**config.mk**
```make
export PLATFORM = sky130hd
export DESIGN_NAME = triple_slot_damage_tracker
export DESIGN_NICKNAME = d
export VERILOG_FILES = /design/src/rtl/tst_pkg.sv /design/src/rtl/tst_ctrl.sv /design/src/rtl/tst_dp.sv /design/src/rtl/triple_slot_damage_tracker.sv
export SDC_FILE = /design/constraint.sdc
export NUM_CORES = 2
export LEC_CHECK = 0
export BUFFER_PORTS_ARGS = -buffer_cell sky130_fd_sc_hd__buf_4
export CAP_MARGIN = 20
export CORE_MARGIN = 10
export CORE_UTILIZATION = 42
export CTS_CLUSTER_DIAMETER = 60
export CTS_CLUSTER_SIZE = 8
export DETAILED_ROUTE_END_ITERATION = 12
export GPL_ROUTABILITY_DRIVEN = 1
export REMOVE_ABC_BUFFERS = 1
export SLEW_MARGIN = 0
export SYNTH_ARGS = -nofsm -noshare
export SYNTH_HDL_FRONTEND = slang
export SYNTH_HIERARCHICAL = 1
export SYNTH_SLANG_ARGS = --single-unit
```
**constraint.sdc**
```tcl
create_clock -name clk -period 10.7 [get_ports clk]
set_input_delay 0.535 -clock clk [delete_from_list [all_inputs] [get_ports clk]]
set_output_delay 0.535 -clock clk [all_outputs]
set_load 0.02 [all_outputs]
```
**src/rtl/tst_pkg.sv**
```systemverilog
package tst_pkg;

  // slot count and the size limit of a source
  localparam int NUM_SLOTS = 3;
  localparam int MAX_DIM   = 8192;
  localparam int SLOT_W    = (NUM_SLOTS > 2) ? $clog2(NUM_SLOTS) : 1;
  localparam int PUSH_W    = (NUM_SLOTS < 3) ? NUM_SLOTS : 3;

  // field widths
  localparam int XY_W      = 15;
  localparam int SZ_W      = 14;
  localparam int DIM_W     = 14;
  localparam int BOX_W     = 20;
  localparam int SCALE_W   = 4;
  localparam int MAX_SCALE = 8;
  localparam int STRIDE_W  = 16;
  localparam int ROOM_W    = 2;
  localparam int REL_W     = 2;
  localparam int MODE_W    = 2;
  localparam int KIND_W    = 2;

  // row pitch: width rounded up to 64 pixels, 4 bytes per pixel
  localparam int ROW_ALIGN       = 63;
  localparam int BYTES_PER_PIXEL = 4;

  localparam logic [MODE_W-1:0] MODE_TICK    = 2'd0;
  localparam logic [MODE_W-1:0] MODE_RELEASE = 2'd1;
  localparam logic [MODE_W-1:0] MODE_DROP    = 2'd2;

  localparam logic [KIND_W-1:0] DMG_FULL = 2'd1;
  localparam logic [KIND_W-1:0] DMG_RECT = 2'd2;

  typedef enum logic [1:0] {
    ST_FREE   = 2'd0,
    ST_READY  = 2'd1,
    ST_QUEUED = 2'd2
  } slot_st_t;

  typedef enum logic [1:0] {
    S_IDLE,
    S_MERGE,
    S_ALLOC
  } state_t;

  // beat layouts, first member in the highest bits
  typedef struct packed {
    logic [3:0]        pad;
    logic [REL_W-1:0]  released_slot;
    logic [ROOM_W-1:0] queue_room;
    logic              source_alpha;
    logic [DIM_W-1:0]  source_height;
    logic [DIM_W-1:0]  source_width;
    logic              source_present;
    logic [SZ_W-1:0]   damage_h;
    logic [SZ_W-1:0]   damage_w;
    logic [XY_W-1:0]   damage_y;
    logic [XY_W-1:0]   damage_x;
  } in_item_t;

  typedef struct packed {
    logic [KIND_W-1:0] damage_kind;
    logic [MODE_W-1:0] mode;
  } in_user_t;

  typedef struct packed {
    logic                pad;
    logic                work_pending;
    logic [2:0]          pushed_mask;
    logic [STRIDE_W-1:0] copy_stride;
    logic [DIM_W-1:0]    copy_h;
    logic [DIM_W-1:0]    copy_w;
    logic [DIM_W-1:0]    copy_y;
    logic [DIM_W-1:0]    copy_x;
    logic [1:0]          copy_slot;
    logic                copy_done;
  } out_item_t;

  localparam int IN_DATA_W  = $bits(in_item_t);
  localparam int IN_USER_W  = $bits(in_user_t);
  localparam int OUT_DATA_W = $bits(out_item_t);

  typedef struct packed {
    logic capture;
    logic merge;
    logic alloc;
  } ctrl_cmd_t;

  typedef struct packed {
    logic out_free;
  } ctrl_sts_t;

endpackage

```
**src/rtl/tst_ctrl.sv**
```systemverilog
module tst_ctrl (
  input  logic                clk,
  input  logic                rst,
  input  logic                s_tvalid,
  output logic                s_tready,
  input  tst_pkg::ctrl_sts_t  sts,
  output tst_pkg::ctrl_cmd_t  cmd
);
  import tst_pkg::*;

  state_t state;
  state_t state_next;

  always_ff @(posedge clk) begin
    if (rst) begin
      state <= S_IDLE;
    end else begin
      state <= state_next;
    end
  end

  always_comb begin
    state_next = state;
    case (state)
      S_IDLE: begin
        if (s_tvalid) state_next = S_MERGE;
      end
      S_MERGE: begin
        state_next = S_ALLOC;
      end
      S_ALLOC: begin
        if (sts.out_free) state_next = s_tvalid ? S_MERGE : S_IDLE;
      end
      default: begin
        state_next = S_IDLE;
      end
    endcase
  end

  // next beat is taken in the same cycle as the result is written
  always_comb begin
    s_tready    = 1'b0;
    cmd.merge   = 1'b0;
    cmd.alloc   = 1'b0;
    case (state)
      S_IDLE: begin
        s_tready = 1'b1;
      end
      S_MERGE: begin
        cmd.merge = 1'b1;
      end
      S_ALLOC: begin
        s_tready  = sts.out_free;
        cmd.alloc = sts.out_free;
      end
      default: ;
    endcase
    cmd.capture = s_tvalid && s_tready;
  end

  a_capture_merge: assert property (@(posedge clk) disable iff (rst)
    cmd.capture |=> state == S_MERGE)
    else $error("captured beat not followed by merge");

  a_merge_alloc: assert property (@(posedge clk) disable iff (rst)
    state == S_MERGE |=> state == S_ALLOC)
    else $error("merge not followed by alloc");

endmodule

```
**src/rtl/tst_dp.sv**
```systemverilog
module tst_dp (
  input  logic                             clk,
  input  logic                             rst,
  input  logic                             cfg_wr_en,
  input  logic [tst_pkg::SCALE_W-1:0]      cfg_wr_data,
  input  tst_pkg::ctrl_cmd_t               cmd,
  output tst_pkg::ctrl_sts_t               sts,
  input  logic [tst_pkg::IN_DATA_W-1:0]    s_tdata,
  input  logic [tst_pkg::IN_USER_W-1:0]    s_tuser,
  output logic                             m_tvalid,
  input  logic                             m_tready,
  output logic [tst_pkg::OUT_DATA_W-1:0]   m_tdata
);
  import tst_pkg::*;

  logic [SCALE_W-1:0] buffer_scale;

  // captured beat
  logic [MODE_W-1:0]        item_mode;
  logic [KIND_W-1:0]        item_kind;
  logic signed [XY_W-1:0]   item_dx;
  logic signed [XY_W-1:0]   item_dy;
  logic [SZ_W-1:0]          item_dw;
  logic [SZ_W-1:0]          item_dh;
  logic                     item_present;
  logic [DIM_W-1:0]         item_sw;
  logic [DIM_W-1:0]         item_sh;
  logic                     item_alpha;
  logic [ROOM_W-1:0]        item_room;
  logic [REL_W-1:0]         item_rel;

  // slot lanes
  slot_st_t                 slot_status      [NUM_SLOTS];
  slot_st_t                 slot_status_next [NUM_SLOTS];
  logic                     slot_sized       [NUM_SLOTS];
  logic                     slot_sized_next  [NUM_SLOTS];
  logic [DIM_W-1:0]         slot_width       [NUM_SLOTS];
  logic [DIM_W-1:0]         slot_width_next  [NUM_SLOTS];
  logic [DIM_W-1:0]         slot_height      [NUM_SLOTS];
  logic [DIM_W-1:0]         slot_height_next [NUM_SLOTS];
  logic                     slot_alpha       [NUM_SLOTS];
  logic                     slot_alpha_next  [NUM_SLOTS];
  logic                     slot_full        [NUM_SLOTS];
  logic                     slot_full_next   [NUM_SLOTS];
  logic                     slot_any         [NUM_SLOTS];
  logic                     slot_any_next    [NUM_SLOTS];
  logic signed [BOX_W-1:0]  box_x            [NUM_SLOTS];
  logic signed [BOX_W-1:0]  box_x_next       [NUM_SLOTS];
  logic signed [BOX_W-1:0]  box_y            [NUM_SLOTS];
  logic signed [BOX_W-1:0]  box_y_next       [NUM_SLOTS];
  logic signed [BOX_W-1:0]  box_w            [NUM_SLOTS];
  logic signed [BOX_W-1:0]  box_w_next       [NUM_SLOTS];
  logic signed [BOX_W-1:0]  box_h            [NUM_SLOTS];
  logic signed [BOX_W-1:0]  box_h_next       [NUM_SLOTS];
  logic                     retry;

  in_item_t  in_item;
  in_user_t  in_user;
  out_item_t out_item;

  assign in_item = in_item_t'(s_tdata);
  assign in_user = in_user_t'(s_tuser);

  always_ff @(posedge clk) begin
    if (rst) begin
      buffer_scale <= SCALE_W'(1);
    end else if (cfg_wr_en) begin
      buffer_scale <= cfg_wr_data;
    end
  end

  always_ff @(posedge clk) begin
    if (cmd.capture) begin
      item_mode    <= in_user.mode;
      item_kind    <= in_user.damage_kind;
      item_dx      <= in_item.damage_x;
      item_dy      <= in_item.damage_y;
      item_dw      <= in_item.damage_w;
      item_dh      <= in_item.damage_h;
      item_present <= in_item.source_present;
      item_sw      <= (in_item.source_width > DIM_W'(MAX_DIM)) ? DIM_W'(MAX_DIM)
                                                               : in_item.source_width;
      item_sh      <= (in_item.source_height > DIM_W'(MAX_DIM)) ? DIM_W'(MAX_DIM)
                                                                : in_item.source_height;
      item_alpha   <= in_item.source_alpha;
      item_room    <= in_item.queue_room;
      item_rel     <= in_item.released_slot;
    end
  end

  // ---------------------------------------------------------------- merge
  logic [SCALE_W-1:0]        scale_eff;
  logic signed [BOX_W-1:0]   scale_s;
  logic signed [BOX_W-1:0]   dmg_x;
  logic signed [BOX_W-1:0]   dmg_y;
  logic signed [BOX_W-1:0]   dmg_w;
  logic signed [BOX_W-1:0]   dmg_h;
  logic signed [BOX_W:0]     dmg_x2;
  logic signed [BOX_W:0]     dmg_y2;
  logic                      rect_ok;
  logic signed [BOX_W-1:0]   un_x [NUM_SLOTS];
  logic signed [BOX_W-1:0]   un_y [NUM_SLOTS];
  logic signed [BOX_W-1:0]   un_w [NUM_SLOTS];
  logic signed [BOX_W-1:0]   un_h [NUM_SLOTS];

  always_comb begin
    if (buffer_scale == '0) begin
      scale_eff = SCALE_W'(1);
    end else if (buffer_scale > SCALE_W'(MAX_SCALE)) begin
      scale_eff = SCALE_W'(MAX_SCALE);
    end else begin
      scale_eff = buffer_scale;
    end
  end

  assign scale_s = $signed({{(BOX_W-SCALE_W){1'b0}}, scale_eff});
  assign dmg_x   = $signed({{(BOX_W-XY_W){item_dx[XY_W-1]}}, item_dx}) * scale_s;
  assign dmg_y   = $signed({{(BOX_W-XY_W){item_dy[XY_W-1]}}, item_dy}) * scale_s;
  assign dmg_w   = $signed({{(BOX_W-SZ_W){1'b0}}, item_dw}) * scale_s;
  assign dmg_h   = $signed({{(BOX_W-SZ_W){1'b0}}, item_dh}) * scale_s;
  assign dmg_x2  = $signed({dmg_x[BOX_W-1], dmg_x}) + $signed({dmg_w[BOX_W-1], dmg_w});
  assign dmg_y2  = $signed({dmg_y[BOX_W-1], dmg_y}) + $signed({dmg_h[BOX_W-1], dmg_h});
  assign rect_ok = (item_kind == DMG_RECT) && (item_dw != '0) && (item_dh != '0);

  // bounding-box union, one lane per slot
  always_comb begin
    logic signed [BOX_W:0] old_x2;
    logic signed [BOX_W:0] old_y2;
    logic signed [BOX_W:0] max_x2;
    logic signed [BOX_W:0] max_y2;
    logic signed [BOX_W:0] span_x;
    logic signed [BOX_W:0] span_y;
    for (int i = 0; i < NUM_SLOTS; i++) begin
      old_x2  = $signed({box_x[i][BOX_W-1], box_x[i]}) + $signed({box_w[i][BOX_W-1], box_w[i]});
      old_y2  = $signed({box_y[i][BOX_W-1], box_y[i]}) + $signed({box_h[i][BOX_W-1], box_h[i]});
      un_x[i] = (dmg_x < box_x[i]) ? dmg_x : box_x[i];
      un_y[i] = (dmg_y < box_y[i]) ? dmg_y : box_y[i];
      max_x2  = (dmg_x2 > old_x2) ? dmg_x2 : old_x2;
      max_y2  = (dmg_y2 > old_y2) ? dmg_y2 : old_y2;
      span_x  = max_x2 - $signed({un_x[i][BOX_W-1], un_x[i]});
      span_y  = max_y2 - $signed({un_y[i][BOX_W-1], un_y[i]});
      un_w[i] = span_x[BOX_W-1:0];
      un_h[i] = span_y[BOX_W-1:0];
    end
  end

  // ---------------------------------------------------------------- alloc
  logic                     is_tick;
  logic                     want;
  logic                     found;
  logic [SLOT_W-1:0]        k;
  logic                     resize;
  logic                     full_k;
  logic                     any_k;
  logic signed [BOX_W:0]    src_w_s;
  logic signed [BOX_W:0]    src_h_s;
  logic signed [BOX_W:0]    sel_x2;
  logic signed [BOX_W:0]    sel_y2;
  logic signed [BOX_W-1:0]  clip_x0;
  logic signed [BOX_W-1:0]  clip_y0;
  logic signed [BOX_W:0]    clip_x2;
  logic signed [BOX_W:0]    clip_y2;
  logic signed [BOX_W:0]    clip_w;
  logic signed [BOX_W:0]    clip_h;
  logic signed [BOX_W-1:0]  cp_x;
  logic signed [BOX_W-1:0]  cp_y;
  logic signed [BOX_W:0]    cp_w;
  logic signed [BOX_W:0]    cp_h;
  logic                     copy_ok;
  logic [DIM_W:0]           row_round;
  logic [DIM_W:0]           row_pix;
  logic [STRIDE_W-1:0]      stride;
  slot_st_t                 status_push [NUM_SLOTS];
  logic [NUM_SLOTS-1:0]     pushed_all;
  logic                     refused;
  logic                     retry_new;

  assign is_tick = (item_mode == MODE_TICK);
  assign want    = item_present && (item_sw != '0) && (item_sh != '0);

  always_comb begin
    found = 1'b0;
    k     = '0;
    for (int i = 0; i < NUM_SLOTS; i++) begin
      if (!found && slot_status[i] == ST_FREE) begin
        found = 1'b1;
        k     = SLOT_W'(i);
      end
    end
  end

  assign resize = !slot_sized[k] || (slot_width[k] != item_sw) ||
                  (slot_height[k] != item_sh) || (slot_alpha[k] != item_alpha);
  assign full_k = slot_full[k] || resize;
  assign any_k  = slot_any[k] || resize;

  assign src_w_s = $signed({{(BOX_W+1-DIM_W){1'b0}}, item_sw});
  assign src_h_s = $signed({{(BOX_W+1-DIM_W){1'b0}}, item_sh});
  assign sel_x2  = $signed({box_x[k][BOX_W-1], box_x[k]}) + $signed({box_w[k][BOX_W-1], box_w[k]});
  assign sel_y2  = $signed({box_y[k][BOX_W-1], box_y[k]}) + $signed({box_h[k][BOX_W-1], box_h[k]});
  assign clip_x0 = box_x[k][BOX_W-1] ? '0 : box_x[k];
  assign clip_y0 = box_y[k][BOX_W-1] ? '0 : box_y[k];
  assign clip_x2 = (sel_x2 > src_w_s) ? src_w_s : sel_x2;
  assign clip_y2 = (sel_y2 > src_h_s) ? src_h_s : sel_y2;
  assign clip_w  = clip_x2 - $signed({clip_x0[BOX_W-1], clip_x0});
  assign clip_h  = clip_y2 - $signed({clip_y0[BOX_W-1], clip_y0});

  // full damage, or a new size or format, copies the whole source
  assign cp_x = full_k ? '0 : clip_x0;
  assign cp_y = full_k ? '0 : clip_y0;
  assign cp_w = full_k ? src_w_s : clip_w;
  assign cp_h = full_k ? src_h_s : clip_h;

  assign copy_ok = is_tick && want && found && any_k && (cp_w > 0) && (cp_h > 0);

  assign row_round = {1'b0, item_sw} + (DIM_W+1)'(ROW_ALIGN);
  assign row_pix   = row_round & ~((DIM_W+1)'(ROW_ALIGN));
  assign stride    = STRIDE_W'(32'(row_pix) * BYTES_PER_PIXEL);

  // ready slots go to the queue in index order while room lasts
  always_comb begin
    logic [ROOM_W-1:0] room;
    slot_st_t          st_after;
    room       = item_room;
    refused    = 1'b0;
    pushed_all = '0;
    for (int i = 0; i < NUM_SLOTS; i++) begin
      st_after       = (copy_ok && k == SLOT_W'(i)) ? ST_READY : slot_status[i];
      status_push[i] = st_after;
      if (st_after == ST_READY) begin
        if (room != '0) begin
          status_push[i] = ST_QUEUED;
          room           = room - ROOM_W'(1);
          pushed_all[i]  = 1'b1;
        end else begin
          refused = 1'b1;
        end
      end
    end
  end

  assign retry_new = (want && !found) || refused;

  // ---------------------------------------------------------------- slot update
  always_comb begin
    for (int i = 0; i < NUM_SLOTS; i++) begin
      slot_status_next[i] = slot_status[i];
      slot_sized_next[i]  = slot_sized[i];
      slot_width_next[i]  = slot_width[i];
      slot_height_next[i] = slot_height[i];
      slot_alpha_next[i]  = slot_alpha[i];
      slot_full_next[i]   = slot_full[i];
      slot_any_next[i]    = slot_any[i];
      box_x_next[i]       = box_x[i];
      box_y_next[i]       = box_y[i];
      box_w_next[i]       = box_w[i];
      box_h_next[i]       = box_h[i];
    end

    if (cmd.merge) begin
      case (item_mode)
        MODE_TICK: begin
          for (int i = 0; i < NUM_SLOTS; i++) begin
            if (item_kind == DMG_FULL) begin
              slot_full_next[i] = 1'b1;
              slot_any_next[i]  = 1'b1;
            end else if (rect_ok) begin
              if (!slot_any[i]) begin
                box_x_next[i]    = dmg_x;
                box_y_next[i]    = dmg_y;
                box_w_next[i]    = dmg_w;
                box_h_next[i]    = dmg_h;
                slot_any_next[i] = 1'b1;
              end else if (!slot_full[i]) begin
                box_x_next[i] = un_x[i];
                box_y_next[i] = un_y[i];
                box_w_next[i] = un_w[i];
                box_h_next[i] = un_h[i];
              end
            end
          end
        end
        MODE_RELEASE: begin
          for (int i = 0; i < NUM_SLOTS; i++) begin
            if (32'(item_rel) == i) slot_status_next[i] = ST_FREE;
          end
        end
        MODE_DROP: begin
          for (int i = 0; i < NUM_SLOTS; i++) begin
            if (slot_status[i] == ST_READY) slot_status_next[i] = ST_FREE;
          end
        end
        default: ;
      endcase
    end

    if (cmd.alloc && is_tick) begin
      if (want && found) begin
        slot_sized_next[k]  = 1'b1;
        slot_width_next[k]  = item_sw;
        slot_height_next[k] = item_sh;
        slot_alpha_next[k]  = item_alpha;
        if (any_k) begin
          slot_full_next[k] = 1'b0;
          slot_any_next[k]  = 1'b0;
          box_x_next[k]     = '0;
          box_y_next[k]     = '0;
          box_w_next[k]     = '0;
          box_h_next[k]     = '0;
        end else begin
          slot_full_next[k] = full_k;
          slot_any_next[k]  = any_k;
        end
      end
      for (int i = 0; i < NUM_SLOTS; i++) begin
        slot_status_next[i] = status_push[i];
      end
    end
  end

  always_ff @(posedge clk) begin
    if (rst) begin
      for (int i = 0; i < NUM_SLOTS; i++) begin
        slot_status[i] <= ST_FREE;
        slot_sized[i]  <= 1'b0;
        slot_full[i]   <= 1'b0;
        slot_any[i]    <= 1'b0;
      end
      retry <= 1'b0;
    end else begin
      for (int i = 0; i < NUM_SLOTS; i++) begin
        slot_status[i] <= slot_status_next[i];
        slot_sized[i]  <= slot_sized_next[i];
        slot_full[i]   <= slot_full_next[i];
        slot_any[i]    <= slot_any_next[i];
      end
      if (cmd.alloc && is_tick) retry <= retry_new;
    end
  end

  always_ff @(posedge clk) begin
    for (int i = 0; i < NUM_SLOTS; i++) begin
      slot_width[i]  <= slot_width_next[i];
      slot_height[i] <= slot_height_next[i];
      slot_alpha[i]  <= slot_alpha_next[i];
      box_x[i]       <= box_x_next[i];
      box_y[i]       <= box_y_next[i];
      box_w[i]       <= box_w_next[i];
      box_h[i]       <= box_h_next[i];
    end
  end

  // ---------------------------------------------------------------- result
  always_comb begin
    out_item              = '0;
    out_item.copy_done    = copy_ok;
    out_item.work_pending = is_tick ? retry_new : retry;
    if (copy_ok) begin
      out_item.copy_slot   = 2'(k);
      out_item.copy_x      = cp_x[DIM_W-1:0];
      out_item.copy_y      = cp_y[DIM_W-1:0];
      out_item.copy_w      = cp_w[DIM_W-1:0];
      out_item.copy_h      = cp_h[DIM_W-1:0];
      out_item.copy_stride = stride;
    end
    if (is_tick) out_item.pushed_mask = 3'(pushed_all[PUSH_W-1:0]);
  end

  assign sts.out_free = !m_tvalid || m_tready;

  always_ff @(posedge clk) begin
    if (rst) begin
      m_tvalid <= 1'b0;
    end else if (cmd.alloc) begin
      m_tvalid <= 1'b1;
    end else if (m_tready) begin
      m_tvalid <= 1'b0;
    end
  end

  always_ff @(posedge clk) begin
    if (cmd.alloc) m_tdata <= OUT_DATA_W'(out_item);
  end

  a_alloc_valid: assert property (@(posedge clk) disable iff (rst)
    cmd.alloc |=> m_tvalid)
    else $error("result not presented after alloc");

  a_no_push_off_tick: assert property (@(posedge clk) disable iff (rst)
    cmd.alloc && !is_tick |-> !copy_ok && out_item.pushed_mask == '0)
    else $error("copy or push outside a tick");

  a_alloc_room: assert property (@(posedge clk) disable iff (rst)
    cmd.alloc |-> sts.out_free)
    else $error("result written over a waiting beat");

endmodule

```
**src/rtl/triple_slot_damage_tracker.sv**
```systemverilog
// Each accepted beat passes the merge state, then the allocate/push state, whose
//   write registers its result onto m_tvalid and takes the next beat; that state
//   waits only while the output register holds a result not yet taken.
// Reset (rst, synchronous): all slots free, unallocated and clean, retry clear,
//   buffer_scale back to 1, no result pending.
module triple_slot_damage_tracker (
  input  logic                              clk,
  input  logic                              rst,
  input  logic                              cfg_wr_en,
  input  logic [tst_pkg::SCALE_W-1:0]       cfg_wr_data,   // buffer_scale
  input  logic                              s_tvalid,
  output logic                              s_tready,
  // damage_x, damage_y, damage_w, damage_h, source_present, source_width,
  // source_height, source_alpha, queue_room, released_slot, zero pad
  input  logic [tst_pkg::IN_DATA_W-1:0]     s_tdata,
  input  logic [tst_pkg::IN_USER_W-1:0]     s_tuser,       // mode, damage_kind
  output logic                              m_tvalid,
  input  logic                              m_tready,
  // copy_done, copy_slot, copy_x, copy_y, copy_w, copy_h, copy_stride,
  // pushed_mask, work_pending, zero pad
  output logic [tst_pkg::OUT_DATA_W-1:0]    m_tdata
);
  import tst_pkg::*;

  ctrl_cmd_t cmd;
  ctrl_sts_t sts;

  tst_ctrl u_ctrl (
    .clk      (clk),
    .rst      (rst),
    .s_tvalid (s_tvalid),
    .s_tready (s_tready),
    .sts      (sts),
    .cmd      (cmd)
  );

  tst_dp u_dp (
    .clk         (clk),
    .rst         (rst),
    .cfg_wr_en   (cfg_wr_en),
    .cfg_wr_data (cfg_wr_data),
    .cmd         (cmd),
    .sts         (sts),
    .s_tdata     (s_tdata),
    .s_tuser     (s_tuser),
    .m_tvalid    (m_tvalid),
    .m_tready    (m_tready),
    .m_tdata     (m_tdata)
  );

endmodule

```
# Word-level counts from Yosys, hierarchy flattened
# Memory sizes are Yosys's and may differ from the RTL's.
# Cells that the tools add are included.
# Widths: inputs -> output; s select.
# totals
register_bits	183
ram_bits	342
inputBits	109
output_inout_bits	82
elab_cells	362
n_memories	11
# memory_table
memory	depth	width	rd	rd_ports_with_merged_regs	write_ports	line_no	rtl
u_dp.box_h	3	20	4	0	3	tst_dp.sv:53	logic signed [BOX_W-1:0] box_h [NUM_SLOTS];
u_dp.box_w	3	20	4	0	3	tst_dp.sv:51	logic signed [BOX_W-1:0] box_w [NUM_SLOTS];
u_dp.box_x	3	20	4	0	3	tst_dp.sv:47	logic signed [BOX_W-1:0] box_x [NUM_SLOTS];
u_dp.box_y	3	20	4	0	3	tst_dp.sv:49	logic signed [BOX_W-1:0] box_y [NUM_SLOTS];
u_dp.slot_height	3	14	4	0	3	tst_dp.sv:39	logic [DIM_W-1:0] slot_height [NUM_SLOTS];
u_dp.slot_width	3	14	4	0	3	tst_dp.sv:37	logic [DIM_W-1:0] slot_width [NUM_SLOTS];
5 more memories	-	-	-	-	-	-	
# classes
add_sub_neg	21
mul	4
n_lt_le_gt_ge	21
n_eq_ne	21
mux	187
bitwise_logic	23
reduce_logical	52
# op_table
cell	count
$mux 20	61
$mux 60	20
$and 60x60->60	4
$add 20x20->21	8
$mux 42	4
$gt 21x21->1	6
$lt 20x20->1	6
$sub 20x20->20	6
$bwmux 42	2
$mux 21	4
$not 60->60	1
$reduce_bool 14->1	4
$mux 2	25
$add 20x19->21	2
$gt 21x1->1 const B	2
$gt 21x15->1	2
$mux 3	14
$sub 21x20->21	2
$mux 1	41
$demux 20 s2	1
$mul 15x5->20	2
$mux 19	2
$mul 14x4->18	2
$demux 14 s2	1
other kinds (34)	107

# Logic depth before layout (Yosys ltp)
# An unclocked memory read counts as a cell.
# logic_depth
depth_word	31
mapped_depth	58

# Hierarchy
# Netlist, hierarchy kept.
# by_module_without_submodules
mod	instances	cells_each	area_per_inst_um2	seq_area_each_um2
tst_dp	1	6836	55562.0	12852.3
tst_ctrl	1	13	120.1	40.0

# Least setup slack after synthesis
# OpenSTA, ideal clock, no wires.
# synth_path
kind	flip-flop to flip-flop
from	register u_dp.buffer_scale[3]
to	memory u_dp.box_w[2][18]
setup_time_ps	63
arrival_time_ps	11255
required_ps	10637
path_slack_ps	-617
stages_incl_launch_ff	56
n_path_buf	4
period_less_slack_ps	11317
cell_sequence	dfxtp_1 > clkbuf_1 > nor2b_1 > clkbuf_1 > clkbuf_1 > nand2_1 > fa_1 > inv_1 > fa_1 > inv_1 > fa_1 > nor2b_1 > o21ai_0 > a21boi_0 > o21ai_0 > a21boi_0 > o21ai_0 > a21boi_0 > (+20 left out) > mux2i_1 > ha_1 > inv_1 > fa_1 > a21o_1 > a21oi_1 > o21bai_1 > a21oi_1 > o21bai_1 > a21oi_1 > o21bai_1 > a21oi_1 > o31a_1 > o21ai_0 > o41ai_1 > xor2_1 > or4_1 > nand3_1
# synth_lines
element	line_no	rtl
from (decl)	tst_dp.sv:16	logic [SCALE_W-1:0] buffer_scale;
from (signal assigned)	tst_dp.sv:68	buffer_scale <= cfg_wr_data;
to (decl)	tst_dp.sv:51	

==> metrics.txt <==
final setup violation count 0; Clock Skews 0.0813 ns; Filler Cell Count 12539; CTS Buf Count 91; Final Critical Period 10.26 ns; Synth Warn # 6; Worst Path Max Fanout 25; die width 384 um; Tcrit/Tclk final 95.9%; num rows 133; kind of critical path flop to flop; Synth Instances 6849; Worst setup EP type flop; drt wl/cell 23.9 um; top cells by area, synth ha_1 16%, edfxtp_1 14%, dfxtp_1 9.5%; dominant cell type by area after synthesis ha_1; cell area after synthesis 55700 um2; CTS Sinks 517; Routability Congestion 0.982; top cell type's share of synthesized area 16.2%; status completed; worst hold start cfg_wr_data[3]; DP Wirelength 170000 um; Die ar. 148000 um2; grt ovf 0; Port-buffer cells 177; drt drc 0; FMAX 97.4 MHz; I/O pin total 191; Synth-to-Final Area Change 18.9%; Worst Path Arrival 10.91 ns; Slew @ Worst Pin 1.11 ns; Final Hold Vio Count 0; most used flip-flop cell after synthesis dfxtp_1; CTS root buf clkbuf_16; Critical-path top delay cell or3b_2; Clk Latency, worst-skew pair 0.76 ns; core area 132000 um2; max-slew violation count 0; Hold Path Class input port to flop; Post-synth EDFFs 254; vias in the first global route 52166; TritonCTS clock tree built; Post-Route WL 220000 um; First-pass DRT Iterations 6; nets 8321; largest net degree at the start of global routing 85; Reg clk slew, reported paths 0.05 ns; gr usage total 28.5%; Req. time, crit path 11.35 ns; CP max stage delay 0.50 ns; via count 54650; die height 384 um; first-pass GRT wire length 325000 um; Starting DRT DRC Count 5370; initial antenna violation count 6; H-tree Lvls 3; startpoint types flop; Reg2Reg Launch Point u_dp/buffer_scale[2]$_SDFFE_PP0P_; fraction of layout cells with a size suffix above 1 13.6%; sequential area share after synthesis 23.2%; vias per cell 5.94; Worst Setup SP u_dp/buffer_scale[2]$_SDFFE_PP0P_; post-synthesis async set-or-reset flop share 0%; Seq cells post-synth 517; Initial Util 42.3%; final hold slack 0.0614 ns; final antenna-violating net count 0; Slew HR 25.7%; Distinct cells, synth 103; max-cap violation count 0; Clock Tree Buf Depth 3; Avg Cell Area, Syn 8.13 um2
==> area by class of cell <==
cell class                 instances  area [um2]  share of cell area [%]
antenna                            1        2.50                 0.00378
clock buffer                     137        2570                    3.88
clock inverter                    31         464                   0.701
inverter                         580        2180                    3.29
multi-input combinational       5479       40400                    61.0
sequential                       517       12900                    19.5
tap                             1755        2200                    3.32
timing repair buffer             693        5480                    8.28
==> kinds of logic after synthesis <==
logic type               after synthesis  synth area share (%)
AO/OA/AOI/OAI                       1876                  21.5
XOR/XNOR                             372                  5.86
adder cells (fa/ha/maj)              853                  20.9
buffers and inverters                862                  5.95
flip-flops                           517                  23.2
multiplexers                         219                  4.04
other                                  1               0.00673
AND/OR/NAND/NOR                     2149                  18.6
==> synth_stat cells, drive strengths merged, types with 56 or more instances <==
cell and count:
inv 578, o211ai 77, nor2 515, a21o 136, a21oi 532, dfxtp 263, a31oi 137, and2 224
nand2b 80, nand4 60, nor2b 122, o21bai 59, nand3 154, xnor2 253, o221ai 56, xor2 119
a211oi 76, fa 128, ha 722, o21ai 380, nand2 636, mux2i 175, nor3 151, o21a 73
clkbuf 241, o22ai 87, edfxtp 254
==> sequential cells by signal (all words and copies together) (netlist names), 15 cells and up <==
register,count
u_dp/box_h,60
u_dp/box_w,60
u_dp/box_x,60
u_dp/box_y,60
u_dp/item_dx,15
u_dp/item_dy,15
u_dp/m_tdata,71
u_dp/slot_height,42
u_dp/slot_width,42
==> cell usage in the layout (no fill, tap or decap), drive strengths merged, types with 87 or more instances in the layout <==
cell type and n:
edfxtp 254, nor3 151, and2 224, ha 722
a21o 136, mux2i 175, clkbuf 137, fa 128
o22ai 87, buf 624, xor2 119, nand3 154
inv 580, nor2b 122, xnor2 253, nor2 515
o21ai 380, dfxtp 263, a21oi 532, a31oi 137
nand2 636
==> worst max-delay path: cells and delay by family, from the launching register on <==
kind            cells  cell delay, ns
compound gates     21            3.63
fa+ha+maj           9            2.98
simple gates        7            1.43
buf+inv             8            0.97
xor+xnor            3            0.56
flops               1            0.33
mux                 1            0.24
==> path summary, 6_finish.rpt <==
kind,endpoint,slack [ns],depth (start not counted)
setup / recovery,u_dp/box_h[2][18]$_DFF_P_,0.44,49
hold / removal,u_dp/buffer_scale[3]$_SDFFE_PP0P_,0.06,3
hold reg to reg,u_dp/slot_sized[1]$_SDFFE_PP0P_,0.47,2
setup reg to reg,u_dp/box_h[2][18]$_DFF_P_,0.44,49
==> stage by stage <==
step | cells | util, % | setup slack [ns] | area, um2 | setup TNS (ns)
after floorplan | 6575 | - | -2.60 | 54600 | -110.29
after global placement | 8930 | 46.7 | -0.195 | 61500 | -0.993
after detailed placement | 8932 | 46.7 | -0.209 | 61500 | -1.60
after CTS | 9170 | 49.6 | 0.0111 | 65300 | 0
after global routing | 9193 | 50.3 | -0.0702 | 66200 | -0.353
final | 9193 | 50.3 | 0.436 | 66200 | 0
==> metal layers <==
metal | vias to the layer above | GRT usage [%] | wire (um)
li1 | 25627 | - | -
met1 | 26148 | 39.2 | 95200
met2 | 2448 | 43.7 | 94000
met3 | 423 | 5.86 | 21700
met4 | 4 | 10.3 | 8850
met5 | - | 0 | 23
==> repair_timing <==
| item | CTS | global route |
|---|---|---|
| buffers inserted | 1 | 19 |
| hold buffers | 69 | 0 |
| endpoints found under the setup margin | 18 | 101 |
| cloned | 0 | 1 |
| pin swaps | 2 | 69 |
| gates resized for setup | 19 | 178 |
| endpoints found under the hold margin | 69 | 0 |
Power is left out: the tool's default activity adds up to more than one toggle a clock period on the data nets, which glitch-free logic cannot reach.
